$ cat src/sv/lruce_pkg.sv
package lruce_pkg;

  // Width of the key field on the stream ports
  localparam int KEY_W = 16;

  // Configuration port
  localparam int CFG_AW = 3;
  localparam logic [CFG_AW-3:0] REG_CAPACITY = '0;
  localparam int CAP_W = 5;

  // Operation codes carried in the input transfer
  localparam logic MODE_ADD    = 1'b0;
  localparam logic MODE_REMOVE = 1'b1;

  // Release reasons carried in tuser of the result transfer
  localparam logic [1:0] RSN_NONE   = 2'd0;
  localparam logic [1:0] RSN_STALE  = 2'd1;
  localparam logic [1:0] RSN_REMOVE = 2'd2;
  localparam logic [1:0] RSN_EVICT  = 2'd3;

  // What a cell loads at the next edge
  typedef enum logic [2:0] {
    OP_HOLD,
    OP_PREV,
    OP_NEXT,
    OP_LOAD,
    OP_DROP
  } cell_op_t;

endpackage

$ cat src/sv/lruce_cell.sv
module lruce_cell #(
  parameter int KW = 16
) (
  input  logic               clk,
  input  logic               rst_n,
  input  lruce_pkg::cell_op_t op,
  input  logic [KW-1:0]      cmp_key,
  input  logic [KW-1:0]      prev_key,
  input  logic               prev_valid,
  input  logic [KW-1:0]      next_key,
  input  logic               next_valid,
  output logic [KW-1:0]      key,
  output logic               valid,
  output logic               hit
);
  import lruce_pkg::*;

  logic [KW-1:0] key_r;
  logic          valid_r;

  always_ff @(posedge clk) begin
    case (op)
      OP_PREV: key_r <= prev_key;
      OP_NEXT: key_r <= next_key;
      OP_LOAD: key_r <= cmp_key;
      default: key_r <= key_r;
    endcase
  end

  always_ff @(posedge clk) begin
    if (!rst_n) begin
      valid_r <= 1'b0;
    end else begin
      case (op)
        OP_PREV: valid_r <= prev_valid;
        OP_NEXT: valid_r <= next_valid;
        OP_LOAD: valid_r <= 1'b1;
        OP_DROP: valid_r <= 1'b0;
        default: valid_r <= valid_r;
      endcase
    end
  end

  assign key   = key_r;
  assign valid = valid_r;
  assign hit   = valid_r && (key_r == cmp_key);

endmodule

$ cat src/sv/lru_capacity_eviction_table.sv
// An item is accepted in S_IDLE and looked up and applied in S_LOOK; each capacity
// eviction then takes a pass through S_EVICT, as the chain drops one least-recent entry
// per cycle while the result register is free. Only one item is in the table at a time,
// and the table holds while the result register is stalled.
// Reset: synchronous rst_n clears the valid bits, entry count, capacity and control state;
// keys need no reset and there is no clearing pass.
module lru_capacity_eviction_table #(
  parameter int ENTRIES  = 16,
  parameter int KEY_BITS = 16
) (
  input  logic                          clk,
  input  logic                          rst_n,
  // input stream
  input  logic                          in_tvalid,
  output logic                          in_tready,
  input  logic [23:0]                   in_tdata,   // [0] mode, [16:1] key, [23:17] zero
  // result stream
  output logic                          out_tvalid,
  input  logic                          out_tready,
  output logic [15:0]                   out_tdata,  // [15:0] released_key
  output logic [1:0]                    out_tuser,  // [1:0] reason
  output logic                          out_tlast,
  // configuration
  input  logic                          cfg_psel,
  input  logic                          cfg_penable,
  input  logic                          cfg_pwrite,
  input  logic [lruce_pkg::CFG_AW-1:0]  cfg_paddr,
  input  logic [31:0]                   cfg_pwdata,
  output logic [31:0]                   cfg_prdata,
  output logic                          cfg_pready
);
  import lruce_pkg::*;

  localparam int SLOTS = ENTRIES + 1;
  localparam int KW    = (KEY_BITS < KEY_W) ? KEY_BITS : KEY_W;
  localparam int CW    = $clog2(SLOTS + 1);
  localparam int IW    = $clog2(SLOTS);
  localparam int LW    = (CW > CAP_W) ? CW : CAP_W;

  typedef enum logic [1:0] {S_IDLE, S_LOOK, S_EVICT} state_t;

  state_t            state_r, state_nxt;
  logic              mode_r;
  logic [KW-1:0]     item_key_r;
  logic [CW-1:0]     count_r, count_nxt;
  logic [CAP_W-1:0]  capacity_r;
  logic              out_tvalid_r, out_tvalid_nxt;
  logic [15:0]       out_tdata_r, out_tdata_nxt;
  logic [1:0]        out_tuser_r, out_tuser_nxt;
  logic              out_tlast_r, out_tlast_nxt;

  logic [KW-1:0]     cell_key [SLOTS];
  logic [SLOTS-1:0]  cell_valid;
  logic [SLOTS-1:0]  hit_vec;
  logic [SLOTS-1:0]  hit_upto;
  cell_op_t          cell_op [SLOTS];

  logic              out_free;
  logic              any_hit;
  logic [LW-1:0]     limit_w;
  logic [CW-1:0]     count_after;
  logic              over;
  logic              evict_last;
  logic [IW-1:0]     top_idx;
  logic              cfg_wr;

  // chain of cells, rank 0 (most recent) at index 0
  for (genvar g = 0; g < SLOTS; g++) begin : g_cell
    logic [KW-1:0] prev_key, next_key;
    logic          prev_valid, next_valid;
    if (g == 0) begin : g_first
      assign prev_key   = '0;
      assign prev_valid = 1'b0;
    end else begin : g_mid
      assign prev_key   = cell_key[g-1];
      assign prev_valid = cell_valid[g-1];
    end
    if (g == SLOTS - 1) begin : g_last
      assign next_key   = '0;
      assign next_valid = 1'b0;
    end else begin : g_inner
      assign next_key   = cell_key[g+1];
      assign next_valid = cell_valid[g+1];
    end
    lruce_cell #(.KW(KW)) u_cell (
      .clk        (clk),
      .rst_n      (rst_n),
      .op         (cell_op[g]),
      .cmp_key    (item_key_r),
      .prev_key   (prev_key),
      .prev_valid (prev_valid),
      .next_key   (next_key),
      .next_valid (next_valid),
      .key        (cell_key[g]),
      .valid      (cell_valid[g]),
      .hit        (hit_vec[g])
    );
  end

  assign cfg_pready = 1'b1;
  assign cfg_wr     = cfg_psel && cfg_penable && cfg_pwrite && cfg_pready &&
                      (cfg_paddr[CFG_AW-1:2] == REG_CAPACITY);
  assign cfg_prdata = (cfg_paddr[CFG_AW-1:2] == REG_CAPACITY) ? 32'(capacity_r) : '0;

  assign in_tready  = (state_r == S_IDLE);
  assign out_tvalid = out_tvalid_r;
  assign out_tdata  = out_tdata_r;
  assign out_tuser  = out_tuser_r;
  assign out_tlast  = out_tlast_r;

  assign out_free = !out_tvalid_r || out_tready;
  assign any_hit  = |hit_vec;
  assign limit_w  = (LW'(capacity_r) > LW'(ENTRIES)) ? LW'(ENTRIES) : LW'(capacity_r);
  assign top_idx  = IW'(count_r - CW'(1));

  // hit_upto[i]: the matching entry sits at rank i or below
  always_comb begin
    for (int i = 0; i < SLOTS; i++) begin
      hit_upto[i] = |(hit_vec << (SLOTS - 1 - i));
    end
  end

  always_comb begin
    state_nxt      = state_r;
    count_nxt      = count_r;
    out_tvalid_nxt = out_tvalid_r && !out_tready;
    out_tdata_nxt  = out_tdata_r;
    out_tuser_nxt  = out_tuser_r;
    out_tlast_nxt  = out_tlast_r;
    count_after    = any_hit ? count_r : count_r + CW'(1);
    over           = LW'(count_after) > limit_w;
    evict_last     = !(LW'(count_r - CW'(1)) > limit_w);
    for (int i = 0; i < SLOTS; i++) begin
      cell_op[i] = OP_HOLD;
    end

    unique case (state_r)
      S_IDLE: begin
        if (in_tvalid) begin
          state_nxt = S_LOOK;
        end
      end
      S_LOOK: begin
        if (out_free) begin
          if (mode_r == MODE_REMOVE) begin
            // entries above the match close the gap
            for (int i = 0; i < SLOTS; i++) begin
              if (hit_upto[i]) cell_op[i] = OP_NEXT;
            end
            out_tvalid_nxt = 1'b1;
            out_tdata_nxt  = any_hit ? 16'(item_key_r) : '0;
            out_tuser_nxt  = any_hit ? RSN_REMOVE : RSN_NONE;
            out_tlast_nxt  = 1'b1;
            if (any_hit) count_nxt = count_r - CW'(1);
            state_nxt = S_IDLE;
          end else begin
            // new key enters at rank 0; entries up to the stale one move up
            cell_op[0] = OP_LOAD;
            for (int i = 1; i < SLOTS; i++) begin
              if (!hit_upto[i-1]) cell_op[i] = OP_PREV;
            end
            count_nxt = count_after;
            if (any_hit) begin
              out_tvalid_nxt = 1'b1;
              out_tdata_nxt  = 16'(item_key_r);
              out_tuser_nxt  = RSN_STALE;
              out_tlast_nxt  = !over;
            end else if (!over) begin
              out_tvalid_nxt = 1'b1;
              out_tdata_nxt  = '0;
              out_tuser_nxt  = RSN_NONE;
              out_tlast_nxt  = 1'b1;
            end
            state_nxt = over ? S_EVICT : S_IDLE;
          end
        end
      end
      S_EVICT: begin
        if (out_free) begin
          for (int i = 0; i < SLOTS; i++) begin
            if (CW'(i + 1) == count_r) cell_op[i] = OP_DROP;
          end
          out_tvalid_nxt = 1'b1;
          out_tdata_nxt  = 16'(cell_key[top_idx]);
          out_tuser_nxt  = RSN_EVICT;
          out_tlast_nxt  = evict_last;
          count_nxt      = count_r - CW'(1);
          if (evict_last) state_nxt = S_IDLE;
        end
      end
      default: state_nxt = S_IDLE;
    endcase
  end

  always_ff @(posedge clk) begin
    if (!rst_n) begin
      state_r      <= S_IDLE;
      count_r      <= '0;
      capacity_r   <= '0;
      out_tvalid_r <= 1'b0;
    end else begin
      state_r      <= state_nxt;
      count_r      <= count_nxt;
      out_tvalid_r <= out_tvalid_nxt;
      if (cfg_wr) capacity_r <= cfg_pwdata[CAP_W-1:0];
    end
  end

  always_ff @(posedge clk) begin
    out_tdata_r <= out_tdata_nxt;
    out_tuser_r <= out_tuser_nxt;
    out_tlast_r <= out_tlast_nxt;
    if (in_tvalid && in_tready) begin
      mode_r     <= in_tdata[0];
      item_key_r <= in_tdata[KW:1];
    end
  end

  // valid cells form a run from rank 0; the check is that their number equals the count
  a_count_matches: assert property (@(posedge clk) disable iff (!rst_n)
    $countones(cell_valid) == int'(count_r))
    else $error("entry count disagrees with valid cells");

  // between items the table is within its size
  a_idle_bounded: assert property (@(posedge clk) disable iff (!rst_n)
    (state_r == S_IDLE) |-> (int'(count_r) <= ENTRIES))
    else $error("table over size while idle");

  // a key is never held twice
  a_unique_hit: assert property (@(posedge clk) disable iff (!rst_n)
    (state_r == S_LOOK) |-> $onehot0(hit_vec))
    else $error("duplicate key in table");

  // eviction only starts once the count exceeds the limit
  a_evict_needed: assert property (@(posedge clk) disable iff (!rst_n)
    (state_r == S_EVICT) |-> (LW'(count_r) > limit_w))
    else $error("eviction with table within capacity");

endmodule

$ cat config.mk
export PLATFORM = sky130hd
export DESIGN_NAME = lru_capacity_eviction_table
export DESIGN_NICKNAME = d
export VERILOG_FILES = /design/src/sv/lruce_pkg.sv /design/src/sv/lruce_cell.sv /design/src/sv/lru_capacity_eviction_table.sv
export SDC_FILE = /design/constraint.sdc
export NUM_CORES = 1
export LEC_CHECK = 0
export BUFFER_PORTS_ARGS = -buffer_cell sky130_fd_sc_hd__buf_4
export CAP_MARGIN = 20
export CORE_AREA = 3 3 188 190
export DETAILED_ROUTE_END_ITERATION = 10
export DIE_AREA = 0 0 191 193
export HOLD_SLACK_MARGIN = 0.1
export PLACE_DENSITY = 0.93
export SLEW_MARGIN = 30
export SYNTH_ARGS = -nofsm -noshare
export SYNTH_HDL_FRONTEND = slang
export SYNTH_SLANG_ARGS = --single-unit
$ cat constraint.sdc
create_clock -name clk -period 12.9 [get_ports clk]
set_input_delay 1.935 -clock clk [delete_from_list [all_inputs] [get_ports clk]]
set_output_delay 1.935 -clock clk [all_outputs]
set_load 0.1 [all_outputs]
======== After elaboration in Yosys (flattened, before gate mapping) ========
Cells that the tools add are included.
W data, S select, Z words.
storage, ports and cells
  logic and storage cells ................. 377
  input port bits ......................... 66
  output and inout bits ................... 54
  bits in registers ....................... 338
cells by class
  equal/unequal tests ..................... 110
  add/sub/neg operators ................... 2
  reduce and logical (&&, ||, !) cells .... 84
  $lt $le $gt $ge ......................... 4
  bitwise operators ....................... 2
  mux-type cells .......................... 132
operator list
  operator              number
  $pmux W16 S3          17
  $eq A16 B16 Y1        17
  $mux W51              3
  $mux W16              8
  $eq A3 B2 Y1 const B  34
  $pmux W51 S2          1
  $bmux W16 S5          1
  $pmux W1 S4           15
  $reduce_bool A4 Y1    15
  $mux W2               29
  $reduce_bool A3 Y1    19
  $eq A3 B1 Y1 const B  17
  $eq A3 B3 Y1 const B  17
  $mux W3               17
  $eq A4 B5 Y1 const A  8
  $mux W5               7
  $pmux W16 S2          1
  $mux W1               26
  $logic_and A1 B1 Y1   22
  $eq A3 B5 Y1 const A  4
  $reduce_or A17 Y1     1
  $reduce_or A16 Y1     1
  $reduce_or A15 Y1     1
  $reduce_or A14 Y1     1
  37 further kinds      52

======== Longest topological paths before layout ========
  depth after elaboration ................. 10
  mapped depth ............................ 22
  gate-level depth less buffers ........... 18

======== By module ========
From an unflattened synthesis, not the netlist that was laid out.
second synthesis, totals
  cell total of the unflattened synthesis .. 2258
  area, all modules ....................... 23517.6 um^2
modules (own cells, without submodules)
  module                       sequential area each (um^2)  instances  area an instance (um^2)  cells each
  lruce_cell                   500.5                        17         1071.0                   102
  lru_capacity_eviction_table  1341.3                       1          5310.1                   524

======== Worst setup path after synthesis ========
No wires, ideal clock.
  path kind ............................... input to output
  start ................................... input port cfg_paddr[2] (netlist bit)
  end ..................................... output port cfg_prdata[0]
  required time ........................... 10.965 ns
  stages on the path ...................... 1
  path buffers ............................ 0
  path slack .............................. 7.695 ns
  data arrival time ....................... 3.270 ns
  path through ............................ nor2b_1
between the ends
  longest elaborated chain between the ends .. 1
RTL lines
  what                RTL line                            text
  start: declaration  lru_capacity_eviction_table.sv:27   input logic [lruce_pkg::CFG_AW-1:0] cfg_paddr,
  $mux W5             lru_capacity_eviction_table.sv:103  assign cfg_prdata = (cfg_paddr[CFG_AW-1:2] == REG_CAPACITY) ? 32'(capacity_r) : '0;
  end: declaration    lru_capacity_eviction_table.sv:29   output logic [31:0] cfg_prdata,
Every way passes these cells.

======== Worst setup path after layout ========
  start ................................... register item_key_r[13]
  end ..................................... register out_tuser_r[1], in the netlist out_tuser[1] (enable)
between the ends
  longest elaborated chain between the ends .. 7
  elaborated cells on any way between the ends .. 39
  those cells by class .................... 1 x order compare; 18 x eq/ne; 1 x mux; 19 x reduce/logical
RTL lines
  what                                  RTL line                            text
  start: declaration                    lru_capacity_eviction_table.sv:44   logic [KW-1:0] item_key_r;
  start signal: assignment              lru_capacity_eviction_table.sv:215  item_key_r <= in_tdata[KW:1];
  $eq A16 B16 Y1                        lruce_cell.sv:46                    assign hit = valid_r && (key_r == cmp_key);
  $logic_and A1 B1 Y1                   lruce_cell.sv:46
  $reduce_or A17 Y1 *                   lru_capacity_eviction_table.sv:112  assign any_hit = |hit_vec;
  $mux W5                               lru_capacity_eviction_table.sv:130  count_after = any_hit ? count_r : count_r + CW'(1);
  $gt A5 B5 Y1                          lru_capacity_eviction_table.sv:131  over = LW'(count_after) > limit_w;
  $ne A4 B4 Y1 (no source line) *       -
  $reduce_and A4 Y1 (no source line) *  -
  end signal: assignment                lru_capacity_eviction_table.sv:211  out_tuser_r <= out_tuser_nxt;
  end: declaration                      lru_capacity_eviction_table.sv:49   logic [1:0] out_tuser_r, out_tuser_nxt;
Mark *: on every way between the ends. The rest lies on a longest branch, timed or not.
A chain may end at the register's enable or synchronous reset.

==> impl_metrics.ini <==
[timing]
finalCriticalPeriod_ns = 5.53
skew_ns = 0.0247
worst_pin_slew_ns = 1.06
fmax_mhz = 181
final-setup-viol-count = 0
rsz0062_at_grt = no
hold_violations = 0
maxSlewViolCount = 0
tns_ns = 0
period_share_pct = 42.9
slew_headroom_pct = 29.1
holdWs_ns = 0.514

[cells_and_area]
fill_cells = 2285
fin_util_pct = 70.4
drive_gt1_share_pct = 21.0
final_area_mm2 = 0.0237
layoutNonFillerInstCount = 2445
syn_to_final_growth_pct = 8.56
final_cell_mix = edfxtp_1, nand2_1, xnor2_1, mux2_2, xor2_1
ff_latch_area_mm2 = 0.00985
final_common_cell = edfxtp_1
fin_nets = 2053
diodes = 0
multiInputGateArea_mm2 = 0.0112

[clock_tree]
cts.sinks = 338
cts_buffer_depth = 3
clk_latency_ns = 0.55
numCtsBuffers = 39
post_cts_buffers = 0
cts_resized = 0
root_buffer = clkbuf_16
holdBufCountCts = 0
clk_pin_slew_ns = 0.06
cts_max_level = 2
cts_tree = yes

[global_route]
grt_pass1_wl_mm = 102
antenna_found_initial = 1
first_global_vias = 17016
grt.total_usage_pct = 36.8
grt-ovfl-total = 0
grt_max_degree = 69

[die]
initial_utilization_pct = 64.8
io_pins = 120
die_area_mm2 = 0.0369
die_x_um = 191
coreArea_mm2 = 0.0336
rows = 67
die_h_um = 193

[logic_synthesis]
syn_area_mm2 = 0.0218
async_flop_share_pct = 0
ys_seq_elements = 338
synth-main-ff-cell = edfxtp_1
yosys.cell_types.count = 78
synth_edf_count = 308
synth_area_per_cell_um2 = 11.2
yosysWarningCount = 0
synthCells = 1951
yosysSeqAreaShare_pct = 45.2

[power_and_ir_drop]
power.leakage_uw = 0.00819
p_per_area_mw_per_mm2 = 139
ir_worst_vdd_mv = 0.130

[critical_path]
reg2reg_from = item_key_r[13]
ff2ff_path_depth = 20
cp.required_ns = 13.13
critPathArrivalTime_ns = 5.76
cp_max_fo = 41
startpoint_type = flip-flop
reg2reg_slack_ns = 7.37
r2r-end = out_tuser[1]
endpoint_kind = flip-flop
critPathKind = reg -> reg

[routing]
drt-initial-drc-count = 2800
vias_per_cell = 7.04
first_pass_iters = 6
ant_nets = 0
drcViolationCount = 0
vias = 17220
wl_per_cell_um = 27.8
drt-total-wl_mm = 68.0

[place]
placed_area_mm2 = 0.0225
gp_congestion = 1.02
portBuffers = 55
dp_cells = 2375
hpwl_mm = 48.7

[worst_hold_path]
min_from = capacity_r[0]
hp-class = reg -> reg
worstHoldPathCells = 2
hold_end = capacity_r[0]

[run_status]
status = finished clean

[run]
drv_cap = 0
[logic make-up after synthesis]
family | after synthesis | share of synthesized area, %
adders and majority gates | 19 | 1.09
buffers and inverters | 176 | 3.96
AOI/OAI and AO/OA | 268 | 7.92
other | 2 | 0.0345
muxes | 237 | 16.3
and+or+nand+nor | 634 | 14.3
DFF | 338 | 45.2
xor gates and xnor gates | 277 | 11.1
[final cells by class]
cell class | instances | share of cell area (%)
multi-input cells | 1463 | 47.4
clock buffers | 58 | 4.64
flip-flops and latches | 338 | 41.7
clock inverters | 12 | 0.339
repair buffers | 99 | 3.17
inverters | 27 | 0.428
well taps | 448 | 2.37
[per-stage QoR]
step                      total power [uW]  worst slack, ns
after CTS                             3250             7.48
after global routing                  3370             7.08
after global placement                2180             7.24
after detailed placement              2210             7.16
after floorplan                       1950             7.69
final                                 3290             7.37
[where the power goes]
part	switching, uW	total [uW]	leakage [uW]	internal, uW
Combinational	590	919	0.00458	330
Sequential	66.4	1310	0.00304	1250
Clock	461	1050	0.000574	593
Total	1120	3290	0.00819	2170
[how the worst max path moves through the flow]
| stage | startpoint | end | slack, ns | cells past startpoint |
|---|---|---|---|---|
| after CTS | item_key_r[13] | out_tdata[7] | 7.48 | 20 |
| after floorplan | cfg_paddr[2] | cfg_prdata[0] | 7.69 | 1 |
| after global placement | out_tready | g_cell[7].u_cell.key[4] | 7.24 | 9 |
| after global routing | item_key_r[13] | out_tuser[1] | 7.08 | 20 |
| final | item_key_r[13] | out_tuser[1] | 7.37 | 20 |
| after detailed placement | out_tready | g_cell[7].u_cell.key[6] | 7.16 | 9 |
[layer usage]
metal,wire (um),global-route usage (%),part of all wire (%),up-vias
li1,-,-,-,7232
met1,23200,48.1,34,8160
met2,30000,56.8,44,1551
met3,9990,8.68,15,275
met4,4750,21.7,7.0,2
met5,13,0,0.019,-
[Yosys cell counts, types with 30 or more instances]
library cell | instances | area (um2)
buf_4 | 38 | 285
nand3_1 | 62 | 310
clkbuf_1 | 63 | 236
o21ai_0 | 120 | 601
dfxtp_1 | 30 | 601
mux2_2 | 133 | 1500
xnor2_1 | 147 | 1290
nor2_1 | 67 | 251
mux4_2 | 80 | 1800
xor2_1 | 130 | 1140
nand4_1 | 36 | 225
nand2_1 | 273 | 1020
a21oi_1 | 40 | 200
edfxtp_1 | 308 | 9250
nor4_1 | 47 | 294
buf_2 | 36 | 180
[state kept, by name (all words and copies together), names as in the netlist, 2 cells and up]
signal / count
out_tdata: 16
state_r: 2
g_cell.u_cell.key: 272
count_r: 5
g_cell.u_cell.valid: 17
out_tuser: 2
capacity_r: 5
item_key_r: 16
[worst max-delay path, cell delays in order, from the launching register on]
cell and delay, ns:
edfxtp_1 0.57, buf_4 0.38, xor2_1 0.13, or4_1 0.49, or4_1 0.53, o22ai_1 0.40, nor4_1 0.12, buf_4 0.19
nand4_1 0.08, buf_4 0.39, o21ai_0 0.17, ha_1 0.31, nor2b_1 0.13, o21a_1 0.16, o21a_1 0.16, o21ai_0 0.15
inv_1 0.06, o22ai_1 0.29, nor3_1 0.08, nor2_1 0.14, buf_4 0.27
Note: power is estimated with default switching activity, not from simulation.
